$ cat config.mk
export PLATFORM = sky130hd
export DESIGN_NAME = aarm_sqrt_cell
export DESIGN_NICKNAME = d
export VERILOG_FILES = /design/src/design/aarm_sqrt_cell.sv
export SDC_FILE = /design/constraint.sdc
export NUM_CORES = 1
export LEC_CHECK = 0
export ABC_AREA = 1
export BUFFER_PORTS_ARGS = -buffer_cell sky130_fd_sc_hd__buf_2
export CORE_MARGIN = 1
export CORE_UTILIZATION = 53
export CTS_CLUSTER_DIAMETER = 60
export DETAILED_ROUTE_END_ITERATION = 10
export GPL_TIMING_DRIVEN = 1
export PLACE_DENSITY = 0.83
export REMOVE_ABC_BUFFERS = 1
export SYNTH_ARGS = -nofsm -noshare
export SYNTH_HDL_FRONTEND = slang
export SYNTH_SLANG_ARGS = --single-unit
$ cat constraint.sdc
create_clock -name clk -period 5 [get_ports clk]
set_input_delay 0.25 -clock clk [delete_from_list [all_inputs] [get_ports clk]]
set_output_delay 0.25 -clock clk [all_outputs]
set_load 0.02 [all_outputs]
$ cat src/design/aarm_sqrt_cell.sv
// ---------------------------------------------------------------------------
// aarm_sqrt_cell
// One digit of a restoring square root of (sum * 2^32), registered.
// ---------------------------------------------------------------------------
`timescale 1ns / 1ps

module aarm_sqrt_cell #(
  parameter int IDX = 31,
  parameter int RW  = 36
) (
  input  logic          clk,
  input  logic          en,
  input  logic [31:0]   sum_i,
  input  logic [RW-1:0] rem_i,
  input  logic [31:0]   root_i,
  output logic [31:0]   sum_o,
  output logic [RW-1:0] rem_o,
  output logic [31:0]   root_o
);

  logic [1:0]    pair;
  logic [RW-1:0] rem4, trial, rem_nxt, rem_r;
  logic [31:0]   root_nxt, root_r, sum_r;

  // The low 32 radicand bits are zero.
  if (IDX >= 16) begin : g_hi
    assign pair = sum_i[2*IDX-31 -: 2];
  end else begin : g_lo
    assign pair = 2'b00;
  end

  assign rem4  = {rem_i[RW-3:0], pair};
  assign trial = {{(RW-34){1'b0}}, root_i, 2'b01};

  always_comb begin
    if (rem4 >= trial) begin
      rem_nxt  = rem4 - trial;
      root_nxt = {root_i[30:0], 1'b1};
    end else begin
      rem_nxt  = rem4;
      root_nxt = {root_i[30:0], 1'b0};
    end
  end

  always_ff @(posedge clk) begin
    if (en) begin
      rem_r  <= rem_nxt;
      root_r <= root_nxt;
      sum_r  <= sum_i;
    end
  end

  assign sum_o  = sum_r;
  assign rem_o  = rem_r;
  assign root_o = root_r;

endmodule

==> flow_metrics.tcl <==
set metrics [dict create \
    outcome "finished, final reports clean" \
    cts_max_level 3 \
    p_int_mw 1.59 \
    instances_no_fill 1143 \
    drive_above_1_share_pct 23.2 \
    place_hpwl_um 12800 \
    routabilityCongestion 0.897 \
    vdd_drop_max_mv 0.281 \
    yosysSeqAreaShare_pct 47.8 \
    root_buffer "clkbuf_16" \
    p_sw_share_pct 32.5 \
    placed_cells 1127 \
    portBuffers 199 \
    finalSetupViolCount 0 \
    stdcell_area_um2 7690 \
    grt_max_degree 54 \
    finalHoldViolations 0 \
    crit_arrival_ns 2.27 \
    grt_antenna_before_repair 0 \
    area.growth.synth_to_final_pct 22.2 \
    synth_cells 790 \
    criticalPathCategory "input pin to flop" \
    max_freq_ghz 0.463 \
    combPwrFrac_pct 27.4 \
    post_cts_buffers 0 \
    grt_remaining_overflow 0 \
    start_kind "input pin" \
    ys_ff_latch 100 \
    clockPowerShare_pct 27.9 \
    cts_buffers 9 \
    maxSlewViolCount 0 \
    tightest_slew_ns 0.662 \
    power.share.sequential_pct 44.7 \
    synth_cell_types 28 \
    clkTransAtPathRegs_ns 0.07 \
    grt_pass1_wl_um 26100 \
    first_pass_iters 5 \
    fin_crit_ns 2.16 \
    cts_tree "done" \
    p_sw_mw 0.765 \
    slew_headroom_pct 55.9 \
    min_period_over_period_pct 43.2 \
    leakagePower_nw 4.05 \
    fp.coreArea_um2 11500 \
    maxCapViolations 0 \
    wl_per_cell_um 14.2 \
    num_rows 39 \
    track_usage_pct 27.2 \
    die_y_um 111 \
    ant_nets 0 \
    die_area_um2 12300 \
    num_io_pins 202 \
    worstSetupEndpointType "flop" \
    rsz0062_at_grt "false" \
    power.density_nw_per_um2 306 \
    via_per_inst 4.97 \
    syn_area_per_cell_um2 7.96 \
    synth.yosys.warnings 0 \
    clockBufferDepth 2 \
    start_util_pct 54.8 \
    cts-resized-gates 0 \
    synthArstFlopShare_pct 0 \
    synth_area_um2 6290 \
    drc 0 \
    vias 5677 \
    hold_class "input pin to flop" \
    grt_pass1_vias 5404 \
    setup-tns-final_ns 0 \
    cts_sinks 100 \
    die_x_um 111 \
    wl_um 16200 \
    drt_iter0_drc 450 \
    layout_commonest_cell "nand2_1" \
    required_ns 5.11 \
    cp_max_fo 37 \
    layout_common_cells "nand2_1, buf_2, inv_1" \
    placed_area_um2 7410 \
    synth_edf_count 100 \
    num-nets-final 1131 \
    synth_top_flop_cell "edfxtp_1" \
    antenna_cells 0 \
    hold_buffers 0 \
]
metal layers:
metal	global-route usage (%)	part of all wire [%]
met5	0	0
met4	10.6	2.2
met3	4.43	6.6
met2	45.3	47
met1	35.7	44
stage by stage:
step	setup WS (ns)	hold slack [ns]	power [mW]	util [%]
finish	2.84	0.0683	2.35	67.0
global route	2.65	0.0621	2.47	67.0
CTS	2.86	0.0584	2.36	67.0
detailed placement	2.49	0.428	1.71	64.6
global placement	2.53	0.426	1.70	64.6
floorplan	3.09	0.349	1.49	-
logic make-up (layout without fill, tap and decap cells):
group                      count (synthesis)  count (layout)  synth area share, %
DFF                                      100             100                 47.8
and+or+nand+nor                          453             453                 29.9
buffers and inverters                    142             352                 9.21
xor gates and xnor gates                  18              18                 2.51
adders and majority gates                 34              34                 6.76
AOI/OAI and AO/OA                         43              43                 3.82
final timing paths:
kind                  slack, ns             endpoint       from  depth (start not counted)
worst min-delay path       0.07  sum_o[17]$_DFFE_PP_  sum_i[17]                          1
worst max-delay path       2.84   rem_o[8]$_DFFE_PP_  root_i[0]                         12
sequential cells by signal (all words and copies together), names as in the netlist:
register / count
rem_o: 36
root_o: 32
sum_o: 32
Yosys cell counts, types with 3 or more instances:
master    number  area share (%)
nand2_1      320              19
nand2_2        6            0.60
nand3_1       35             2.8
inv_1        135             8.1
xor2_1        17             2.4
nand3b_1      12             1.4
edfxtp_1     100              48
nand4_1        3            0.30
buf_6          5            0.90
nor2_1        60             3.6
a21oi_1       28             2.2
nor2_2         3            0.30
ha_1          34             6.8
o21ai_0        5            0.40
o21bai_1       5            0.60
nor3_1         8            0.64
final cells by class:
cell class,instances,area [µm²]
Tap cell,143,179
Clock inverter,6,48.8
Multi-Input combinational cell,548,2710
Clock buffer,10,229
Sequential cell,100,3000
Inverter,136,515
Timing Repair Buffer,200,1010
Fill cell,998,3780
worst max-delay path, cell delays in order:
cell     delay (ns)
buf_2          0.09
inv_1          0.04
ha_1           0.38
nand2_1        0.10
o21ai_1        0.40
nand2_1        0.13
nand3_2        0.16
nand3_4        0.11
nand2_8        0.24
inv_6          0.18
nand2_1        0.11
nand2_1        0.06
power groups by stage:
stage | combinational [mW] | clock (mW) | sequential, mW
after global placement | 0.632 | 0 | 1.07
after floorplan | 0.298 | 0 | 1.19
final | 0.646 | 0.656 | 1.05
after detailed placement | 0.642 | 0 | 1.07
after CTS | 0.645 | 0.665 | 1.05
after global routing | 0.713 | 0.698 | 1.06
(Power assumes the default switching activity.)
