<file path="config.mk">
export PLATFORM = sky130hd
export DESIGN_NAME = aarm_div_cell
export DESIGN_NICKNAME = d
export VERILOG_FILES = /design/src/design/aarm_div_cell.sv
export SDC_FILE = /design/constraint.sdc
export NUM_CORES = 1
export LEC_CHECK = 0
export ABC_CLOCK_PERIOD_IN_PS = 2900
export BUFFER_PORTS_ARGS = -buffer_cell sky130_fd_sc_hd__buf_2
export CORE_MARGIN = 4
export CORE_UTILIZATION = 48
export DETAILED_ROUTE_END_ITERATION = 6
export GPL_TIMING_DRIVEN = 0
export PLACE_DENSITY = 0.77
export SETUP_SLACK_MARGIN = 0.3
export SYNTH_ARGS = -nofsm -noshare
export SYNTH_HDL_FRONTEND = slang
export SYNTH_SLANG_ARGS = --single-unit
</file>
<file path="constraint.sdc">
create_clock -name clk -period 2.9 [get_ports clk]
set_input_delay 0.145 -clock clk [delete_from_list [all_inputs] [get_ports clk]]
set_output_delay 0.145 -clock clk [all_outputs]
set_load 0.005 [all_outputs]
</file>
<file path="src/design/aarm_div_cell.sv">
// ---------------------------------------------------------------------------
// aarm_div_cell
// One quotient bit of three restoring divisions by a shared root.
// ---------------------------------------------------------------------------
`timescale 1ns / 1ps

module aarm_div_cell #(
  parameter int K  = 0,
  parameter int NW = 47,
  parameter int QW = 15
) (
  input  logic                 clk,
  input  logic                 en,
  input  logic [31:0]          root_i,
  input  logic [2:0][NW-1:0]   r_i,
  input  logic [2:0][QW-1:0]   q_i,
  output logic [31:0]          root_o,
  output logic [2:0][NW-1:0]   r_o,
  output logic [2:0][QW-1:0]   q_o
);

  logic [NW-1:0]          dvs;
  logic [2:0][NW-1:0]     r_nxt, r_r;
  logic [2:0][QW-1:0]     q_nxt, q_r;
  logic [31:0]            root_r;

  assign dvs = {{(NW-32){1'b0}}, root_i} << K;

  always_comb begin
    for (int j = 0; j < 3; j++) begin
      if (r_i[j] >= dvs) begin
        r_nxt[j] = r_i[j] - dvs;
        q_nxt[j] = {q_i[j][QW-2:0], 1'b1};
      end else begin
        r_nxt[j] = r_i[j];
        q_nxt[j] = {q_i[j][QW-2:0], 1'b0};
      end
    end
  end

  always_ff @(posedge clk) begin
    if (en) begin
      r_r    <= r_nxt;
      q_r    <= q_nxt;
      root_r <= root_i;
    end
  end

  assign root_o = root_r;
  assign r_o    = r_r;
  assign q_o    = q_r;

endmodule

</file>
==> results.md <==
- Status: finished, violations left
- Violated checks: hold timing, setup timing
- Share of post-route cells with drive strength above 1: 42.5%
- ANT nets after route: 0
- Initial core utilization: 49.0%
- CTS clk-pin slew, worst paths: 60 ps
- Post-synth EDFFs: 218
- Most common flop cell mapped by yosys: edfxtp_1
- Sequential area share after synthesis: 46.0%
- Io pins: 438
- Relative slew margins: 38.1%
- IR drop worst, VDD: 0.395 mV
- Register area: 0.00655 mm2
- Most used cell, CP: o31ai_4
- Top-area cell type share of the netlist area: 46.0%
- Global-route wire length before repair: 83900 um
- # fillers: 1758
- Number of clock sinks: 218
- GRT Overall Usage: 32.4%
- Tmin final: 2990 ps
- TritonCTS clock tree: yes
- Vias: 15600
- Area contributors post-synth: edfxtp_1, ha_1, a21oi_1
- Worst-path cell chain: buf_8 -> clkinvlp_4 -> buf_12 -> buf_6 -> fa_2 -> a21o_1 -> a311oi_2 -> o21a_1 -> o31ai_4 -> a2111oi_4 -> o31ai_4 -> a211o_1 -> nor4_2 -> xor2_1
- H-tree depth: 1
- Total gr overflow: 0
- Max-slew violations: 0
- DR vias/cell: 6.01
- Setup_tns: -123 ps
- Mapped Cells: 1414
- RSZ-0062 raised after global routing: yes
- Slowest-stage cell, CP: a2111oi_4
- Gpl congestion: 0.964
- Detailed Routing Iterations Pass 1: 7
- Drc violations: 0
- Period Utilization, post-route: 103%
- Core area: 0.0290 mm2
- Vias in the first global route: 14600
- First DRT Iteration DRCs: 1601
- Max-Cap Viols: 0
- Die area: 0.0325 mm2
- Leakage power: 9.53 nW
- Cell taking the most area after synthesis: edfxtp_1
- Ys async rst share: 0%
- Hold Crit Class: in2reg
- Post-synth net total: 1733
- Finish-stage setup viols: 3
- Detail Placement HPWL: 39300 um
- Root buffer cell: clkbuf_16
- CP arrival: 3260 ps
- PwrDens: 448 mW/mm2
- Area Growth Syn to Fin: 62.0%
- Worst-Margin Slew: 918 ps
- Hold slack: -0.262 ps
- Bufs on Longest Clock Path: 3
- PortBufs: 431
- FP Rows: 62
- Cell Area, Synth: 0.0142 mm2
- Critical Path Max Stage Delay: 410 ps
- Startpoint Class: input pin
- Fmax: 334 MHz
- FF+latch count, synth: 218
- Initial antenna violation count: 9
- Mapped Avg Cell Area: 10.1 um2
- CP max FO: 4
- Wire per inst: 23.9 um
- Critical path data required time: 3170 ps
- Unique masters post-synth: 73
- Largest net degree at the start of global routing: 131
- Crit Path Category: in2reg
- Die height: 180 um
- Die X: 180 um
- Routed wire length: 61900 um
- Syn. warnings: 0
- Element type at the critical path end: flip-flop
- Area of the multi-input gates: 0.00898 mm2
- Hold Violations, Final: 1
- CTS Buf Count: 24
- Setup ws final: -91.2 ps
- Nets: 2504
==> layout make-up <==
type	count	share of cell area (%)
clock inverter	15	0.353
multi-input combinational	1075	39.0
clock buffer	28	2.76
sequential	218	28.4
tap	384	2.08
inverter	60	1.38
timing repair buffer	745	23.5
buffer	61	2.49
antenna	7	0.0760
==> state kept, by name, summed over array words and instances (netlist names) <==
| register | flops |
|---|---|
| r_o | 141 |
| q_o | 45 |
| root_o | 32 |
==> where the power goes <==
part	internal, mW	switching [mW]
Sequential	3.95	0.121
Combinational	1.52	1.84
Clock	1.57	1.32
Total	7.04	3.28
==> cell usage in the layout (no fill, tap or decap), types with 22 or more instances in the layout <==
cell type and count:
buf_4 79, inv_1 34, nor2_1 74, nand4_1 33, o21ai_0 43, nand3_1 25, clkbuf_16 35, buf_2 428
o21ai_1 31, o21ai_2 24, dlygate4sd3_1 188, xnor2_1 58, buf_6 40, ha_1 67, ha_4 25, xor2_1 60
nand2_2 22, a21oi_1 105, edfxtp_1 218, a21o_1 48, nand2_1 98
==> critical path: cells and delay by family <==
kind / cells / cell delay (ps)
compound gates: 7 / 1680
buf+inv: 4 / 550
simple gates: 1 / 400
fa+ha+maj: 1 / 340
xor+xnor: 1 / 150
==> Yosys cell counts (all sizes together) (14+ instances only) <==
master	count
xor2	62
nand2	136
ha	96
nand2b	15
o21ai	104
nor3	20
nor4	28
nand3	31
edfxtp	218
a21o	48
nand4	34
nor2	96
clkbuf	49
a31oi	14
inv	60
o21a	14
o21bai	14
a21oi	123
xnor2	66
==> final timing paths <==
path	end	slack [ps]	start	cells past startpoint
max	r_o[42]	-90	root_i[1]	14
min	r_o[65]	-0.3	r_i[65]	3
==> cell families (layout without fill, tap and decap cells) <==
kind of cell             count (synthesis)  after routing  share of synthesized area, %
buffers and inverters                  121            909                          3.32
other                                    0              7                             0
multiplexers                            15             15                          1.17
flip-flops                             218            218                          46.0
AND/OR/NAND/NOR                        437            437                          15.4
AO/OA/AOI/OAI                          396            396                          17.4
XOR/XNOR                               128            128                          7.88
adder cells (fa/ha/maj)                 99             99                          8.86
==> per-stage QoR <==
| stage | setup WS [ps] | total power, mW | instance area (um2) | util (%) | cells |
|---|---|---|---|---|---|
| 2_1_floorplan | -86.7 | 5.47 | 14600 | - | 1414 |
| 3_3_place_gp | -1160 | 6.55 | 17200 | 59.4 | 2229 |
| 3_5_place_dp | -1130 | 6.56 | 17300 | 59.6 | 2230 |
| 4_1_cts | 54.6 | 9.85 | 21100 | 72.8 | 2532 |
| 5_1_grt | -187 | 10.7 | 23100 | 79.5 | 2592 |
| 6_report | -91.2 | 10.3 | 23100 | 79.5 | 2593 |
==> metal layers <==
metal	GRT usage (%)	wire (um)	part of all wire, %
met1	41.4	22700	37
met2	55.2	29600	48
met3	5.75	5770	9.3
met4	11.9	3800	6.1
met5	0	40	0.065
==> timing repair <==
item | CTS | global route
hold buffers | 185 | 3
setup buffers | 73 | 40
hold endpoints to repair | 185 | 3
pin swaps | 52 | 88
gates cloned | 1 | 11
gates resized for setup | 142 | 384
setup endpoints to repair | 142 | 141
Power figures use the tool's default switching activity.
