**config.mk**
```make
export PLATFORM = sky130hd
export DESIGN_NAME = aarm_cordic_cell
export DESIGN_NICKNAME = d
export VERILOG_FILES = /design/src/design/aarm_pkg.sv /design/src/design/aarm_cordic_cell.sv
export SDC_FILE = /design/constraint.sdc
export NUM_CORES = 1
export LEC_CHECK = 0
export BUFFER_PORTS_ARGS = -buffer_cell sky130_fd_sc_hd__buf_2
export CAP_MARGIN = 20
export CORE_ASPECT_RATIO = 1.75
export CORE_MARGIN = 2
export CORE_UTILIZATION = 30
export CTS_BUF_LIST = sky130_fd_sc_hd__clkbuf_8
export DETAILED_ROUTE_END_ITERATION = 7
export GPL_ROUTABILITY_DRIVEN = 1
export SYNTH_ARGS = -nofsm -noshare
export SYNTH_HDL_FRONTEND = slang
export SYNTH_SLANG_ARGS = --single-unit
```
**constraint.sdc**
```tcl
create_clock -name clk -period 6.15 [get_ports clk]
set_input_delay 0.3075 -clock clk [delete_from_list [all_inputs] [get_ports clk]]
set_output_delay 0.3075 -clock clk [all_outputs]
set_load 0.02 [all_outputs]
```
**src/design/aarm_pkg.sv**
```systemverilog
// ---------------------------------------------------------------------------
// aarm_pkg
// Shared types, fixed-point constants and the CORDIC arctangent table.
// ---------------------------------------------------------------------------
`timescale 1ns / 1ps

package aarm_pkg;

  localparam int CORDIC_STEPS_DEF = 16;
  localparam int FRAC_BITS_DEF    = 14;
  localparam int ATAN_ENTRIES     = 24;
  localparam int SQRT_STEPS       = 32;
  localparam int OUT_FRAC         = 14;
  localparam int OUT_ONE          = 16384;

  // Q30 angle datapath width
  localparam int ZW = 34;
  localparam logic signed [ZW-1:0] Q30_PI      = 34'sd3373259426;
  localparam logic signed [ZW-1:0] Q30_HALF_PI = 34'sd1686629713;
  localparam logic signed [ZW-1:0] Q30_GAIN    = 34'sd652032874;

  typedef struct packed {
    logic signed [15:0] angle;
    logic signed [15:0] axis_x;
    logic signed [15:0] axis_y;
    logic signed [15:0] axis_z;
  } in_t;

  typedef struct packed {
    logic signed [15:0] m00;
    logic signed [15:0] m01;
    logic signed [15:0] m02;
    logic signed [15:0] m10;
    logic signed [15:0] m11;
    logic signed [15:0] m12;
    logic signed [15:0] m20;
    logic signed [15:0] m21;
    logic signed [15:0] m22;
    logic               axis_zero;
  } out_t;

  function automatic logic signed [ZW-1:0] atan_q30(input int idx);
    logic signed [ZW-1:0] v;
    case (idx)
      0:  v = 34'sd843314857;
      1:  v = 34'sd497837829;
      2:  v = 34'sd263043837;
      3:  v = 34'sd133525159;
      4:  v = 34'sd67021687;
      5:  v = 34'sd33543516;
      6:  v = 34'sd16775851;
      7:  v = 34'sd8388437;
      8:  v = 34'sd4194283;
      9:  v = 34'sd2097149;
      10: v = 34'sd1048576;
      11: v = 34'sd524288;
      12: v = 34'sd262144;
      13: v = 34'sd131072;
      14: v = 34'sd65536;
      15: v = 34'sd32768;
      16: v = 34'sd16384;
      17: v = 34'sd8192;
      18: v = 34'sd4096;
      19: v = 34'sd2048;
      20: v = 34'sd1024;
      21: v = 34'sd512;
      22: v = 34'sd256;
      23: v = 34'sd128;
      default: v = '0;
    endcase
    return v;
  endfunction

endpackage

```
**src/design/aarm_cordic_cell.sv**
```systemverilog
// ---------------------------------------------------------------------------
// aarm_cordic_cell
// One rotation-mode CORDIC micro-rotation, registered.
// ---------------------------------------------------------------------------
`timescale 1ns / 1ps

module aarm_cordic_cell import aarm_pkg::*; #(
  parameter int IDX = 0
) (
  input  logic                 clk,
  input  logic                 en,
  input  logic signed [ZW-1:0] x_i,
  input  logic signed [ZW-1:0] y_i,
  input  logic signed [ZW-1:0] z_i,
  input  logic                 flip_i,
  output logic signed [ZW-1:0] x_o,
  output logic signed [ZW-1:0] y_o,
  output logic signed [ZW-1:0] z_o,
  output logic                 flip_o
);

  localparam logic signed [ZW-1:0] ATAN = atan_q30(IDX);

  logic signed [ZW-1:0] x_r, y_r, z_r, x_nxt, y_nxt, z_nxt, dx, dy;
  logic                 flip_r;

  assign dx = y_i >>> IDX;
  assign dy = x_i >>> IDX;

  always_comb begin
    if (!z_i[ZW-1]) begin
      x_nxt = x_i - dx;
      y_nxt = y_i + dy;
      z_nxt = z_i - ATAN;
    end else begin
      x_nxt = x_i + dx;
      y_nxt = y_i - dy;
      z_nxt = z_i + ATAN;
    end
  end

  always_ff @(posedge clk) begin
    if (en) begin
      x_r    <= x_nxt;
      y_r    <= y_nxt;
      z_r    <= z_nxt;
      flip_r <= flip_i;
    end
  end

  assign x_o    = x_r;
  assign y_o    = y_r;
  assign z_o    = z_r;
  assign flip_o = flip_r;

endmodule

```
==> impl_metrics.json <==
{
  "hold_viol_final": 0,
  "coreArea_mm2": 0.0351,
  "antenna_found_initial": 1,
  "start_kind": "primary input",
  "power.leakage_uw": 0.00539,
  "synthCells": 1238,
  "ir_worst_vdd_mv": 0.0791,
  "ant_nets": 0,
  "start_util_pct": 30.2,
  "drc_errors": 0,
  "viasPerCell": 5.29,
  "wl_per_cell_um": 19.0,
  "rsz0062_at_grt": "false",
  "crit_fanout": 40,
  "place.gp.congestion": 0.935,
  "max_clock_freq_ghz": 0.253,
  "grt_pass1_wl_um": 54800,
  "hp-class": "in -> reg",
  "num_vias": 9943,
  "fin_nets": 1648,
  "worst-setup-path-type": "in -> reg",
  "crit_slowest_cell": "o41ai_1",
  "ys.flop_type": "edfxtp_1",
  "yosys.cell_types.count": 76,
  "setup_violations": 0,
  "wl_met2_um": 19100,
  "cts-resized-gates": 0,
  "synth_top_area_share_pct": 28.9,
  "yosys.area_share.xor_xnor_pct": 7.68,
  "crit_required_ns": 6.32,
  "powerDensity_mw_per_mm2": 212,
  "cts_setup_buffers": 0,
  "areaGrowthSynthToFinish_pct": 15.5,
  "dpl.hpwl_um": 28900,
  "synth_edf_count": 102,
  "grt_max_degree": 78,
  "cap_violations": 0,
  "seq_area_frac_synth_pct": 28.9,
  "wl_met1_um": 12700,
  "slowest_delay_ns": 0.71,
  "synth_compound_area_share_pct": 24.7,
  "cts_hold_repair.buffers": 0,
  "crit_arrival_ns": 4.13,
  "status": "finished, final reports clean",
  "hold_path_depth": 1,
  "final_common_cell": "buf_2",
  "final_cell_mix": "206 x buf_2, 142 x a21oi_1, 132 x ha_1, 107 x inv_1, 102 x edfxtp_1",
  "yosys.area_share.adder_pct": 16.3,
  "endpoint_kind": "register",
  "cts_max_path_buffers": 2,
  "first_pass_iters": 5,
  "first_iter_violations": 708,
  "yosysTopAreaCell": "edfxtp_1",
  "syn-num-nets": 1479,
  "io_buffers": 207,
  "period_needed_ns": 3.96,
  "synthArstFlopShare_pct": 0,
  "tritoncts": "done",
  "rows": 91,
  "finalWorstSetupSlack_ns": 2.19,
  "die_w_um": 146,
  "period_share_pct": 64.4,
  "ys_top_cells_by_area": "edfxtp_1 29%, ha_1 16%, a21oi_1 6.7%",
  "relSlewSlack_pct": 34.6,
  "grt_pass1_vias": 10200,
  "grt_usage_pct": 19.0,
  "finalSetupTns_ns": 0,
  "place_ws_ns": 1.70,
  "synth_area_mm2": 0.0106,
  "clock-root-buffer": "clkbuf_8",
  "io-pin-count": 208,
  "synth_seq_cells": 102,
  "wl_met3_um": 1570,
  "wl_um": 35600,
  "die_area_mm2": 0.0369,
  "yosys.area_share.simple_pct": 14.5,
  "die_height_um": 253,
  "clk_pin_slew_ns": 0.10,
  "synth_top_family_by_area": "compound AO/OA/AOI/OAI gates",
  "drive_gt1_share_pct": 17.4,
  "drv_slew": 0,
  "synth_warnings": 0,
  "path_cells": "buf_2 > inv_2 > ha_1 > and3_1 > nand3_1 > o41ai_1 > a41oi_1 > o31ai_1 > a31oi_1",
  "top_layer_used": "met4",
  "clock-sinks": 102,
  "synth.avg_cell_area_um2": 8.56,
  "worst_slew_pin_slew_ns": 0.980,
  "cts-buffers-inserted": 9,
  "muxShareOfSynthArea_pct": 1.99,
  "htreeDepth": 3,
  "grt.overflow.total": 0
}
[worst paths after layout]
path	from	endpoint	slack, ns
worst max-delay path	z_i[33]	z_o[33]	2.19
worst min-delay path	flip_i	flip_o	0.05
[per-stage QoR]
stage	instance area, µm²	power, µW	std cells	utilization, %	hold WS [ns]
4_1_cts	12200	2620	1877	34.9	0.00792
3_3_place_gp	12000	2130	1861	34.3	0.492
5_1_grt	12200	2750	1878	34.9	0.0353
6_report	12200	2600	1878	34.9	0.0515
2_1_floorplan	10600	1750	1238	-	0.406
3_5_place_dp	12000	2130	1861	34.3	0.489
[layout make-up]
type                            count  area [µm²]
Tap cell                          465         582
Clock inverter                      7        86.3
Timing Repair Buffer              210        1060
Multi-Input combinational cell    975        6910
Antenna cell                        1        2.50
Sequential cell                   102        3060
Fill cell                        3769       22800
Clock buffer                        9         124
Inverter                          109         409
[metal layers]
| layer | global-route usage, % | vias up |
|---|---|---|
| met3 | 3.12 | 112 |
| met5 | 0 | - |
| met2 | 36.9 | 383 |
| met1 | 18.3 | 4627 |
| met4 | 11.9 | 0 |
| li1 | - | 4821 |
[report_power, final]
| part | leakage (µW) | internal (µW) | switching, µW |
|---|---|---|---|
| clock network | 0.000106 | 194 | 281 |
| logic | 0.00428 | 411 | 757 |
| registers | 0.000998 | 924 | 33.0 |
| total | 0.00539 | 1530 | 1070 |
[worst max-delay path, delay by kind of cell]
family                   cells  cell delay, ns
AO/OA/AOI/OAI                4            1.54
adder cells (fa/ha/maj)      1            0.62
buffers and inverters        2            1.22
AND/OR/NAND/NOR              2            0.39
[flip-flops by register name (all words and copies together), names as in the netlist]
name and flops:
flip_o 1, x_o 34, y_o 33, z_o 34
[cells by family after synthesis]
family,Yosys count
buf+inv,161
compound gates,409
xor+xnor,93
mux,21
simple gates,316
flops,102
fa+ha+maj,136
[cell usage after synthesis, drive strengths merged, types with 4 or more instances]
| master | count |
|---|---|
| a311oi | 9 |
| a22oi | 4 |
| o21bai | 25 |
| or3 | 11 |
| nor3 | 29 |
| fa | 4 |
| o31ai | 11 |
| and2 | 7 |
| nand3b | 4 |
| o2111ai | 5 |
| buf | 20 |
| a21o | 33 |
| o21ai | 93 |
| a21boi | 6 |
| inv | 107 |
| nor2 | 98 |
| and3 | 8 |
| or2 | 4 |
| clkbuf | 32 |
| nand2 | 65 |
| a31oi | 8 |
| a221oi | 5 |
| a41oi | 5 |
| o31a | 6 |
| ha | 132 |
| o211ai | 9 |
| nand3 | 28 |
| xor2 | 23 |
| o41ai | 4 |
| o21a | 7 |
| xnor2 | 70 |
| a211o | 4 |
| nor2b | 25 |
| nand4 | 11 |
| a211oi | 10 |
| a2111oi | 4 |
| mux2i | 20 |
| nand2b | 11 |
| edfxtp | 102 |
| a21oi | 144 |
Note: power is estimated with default switching activity, not from simulation.
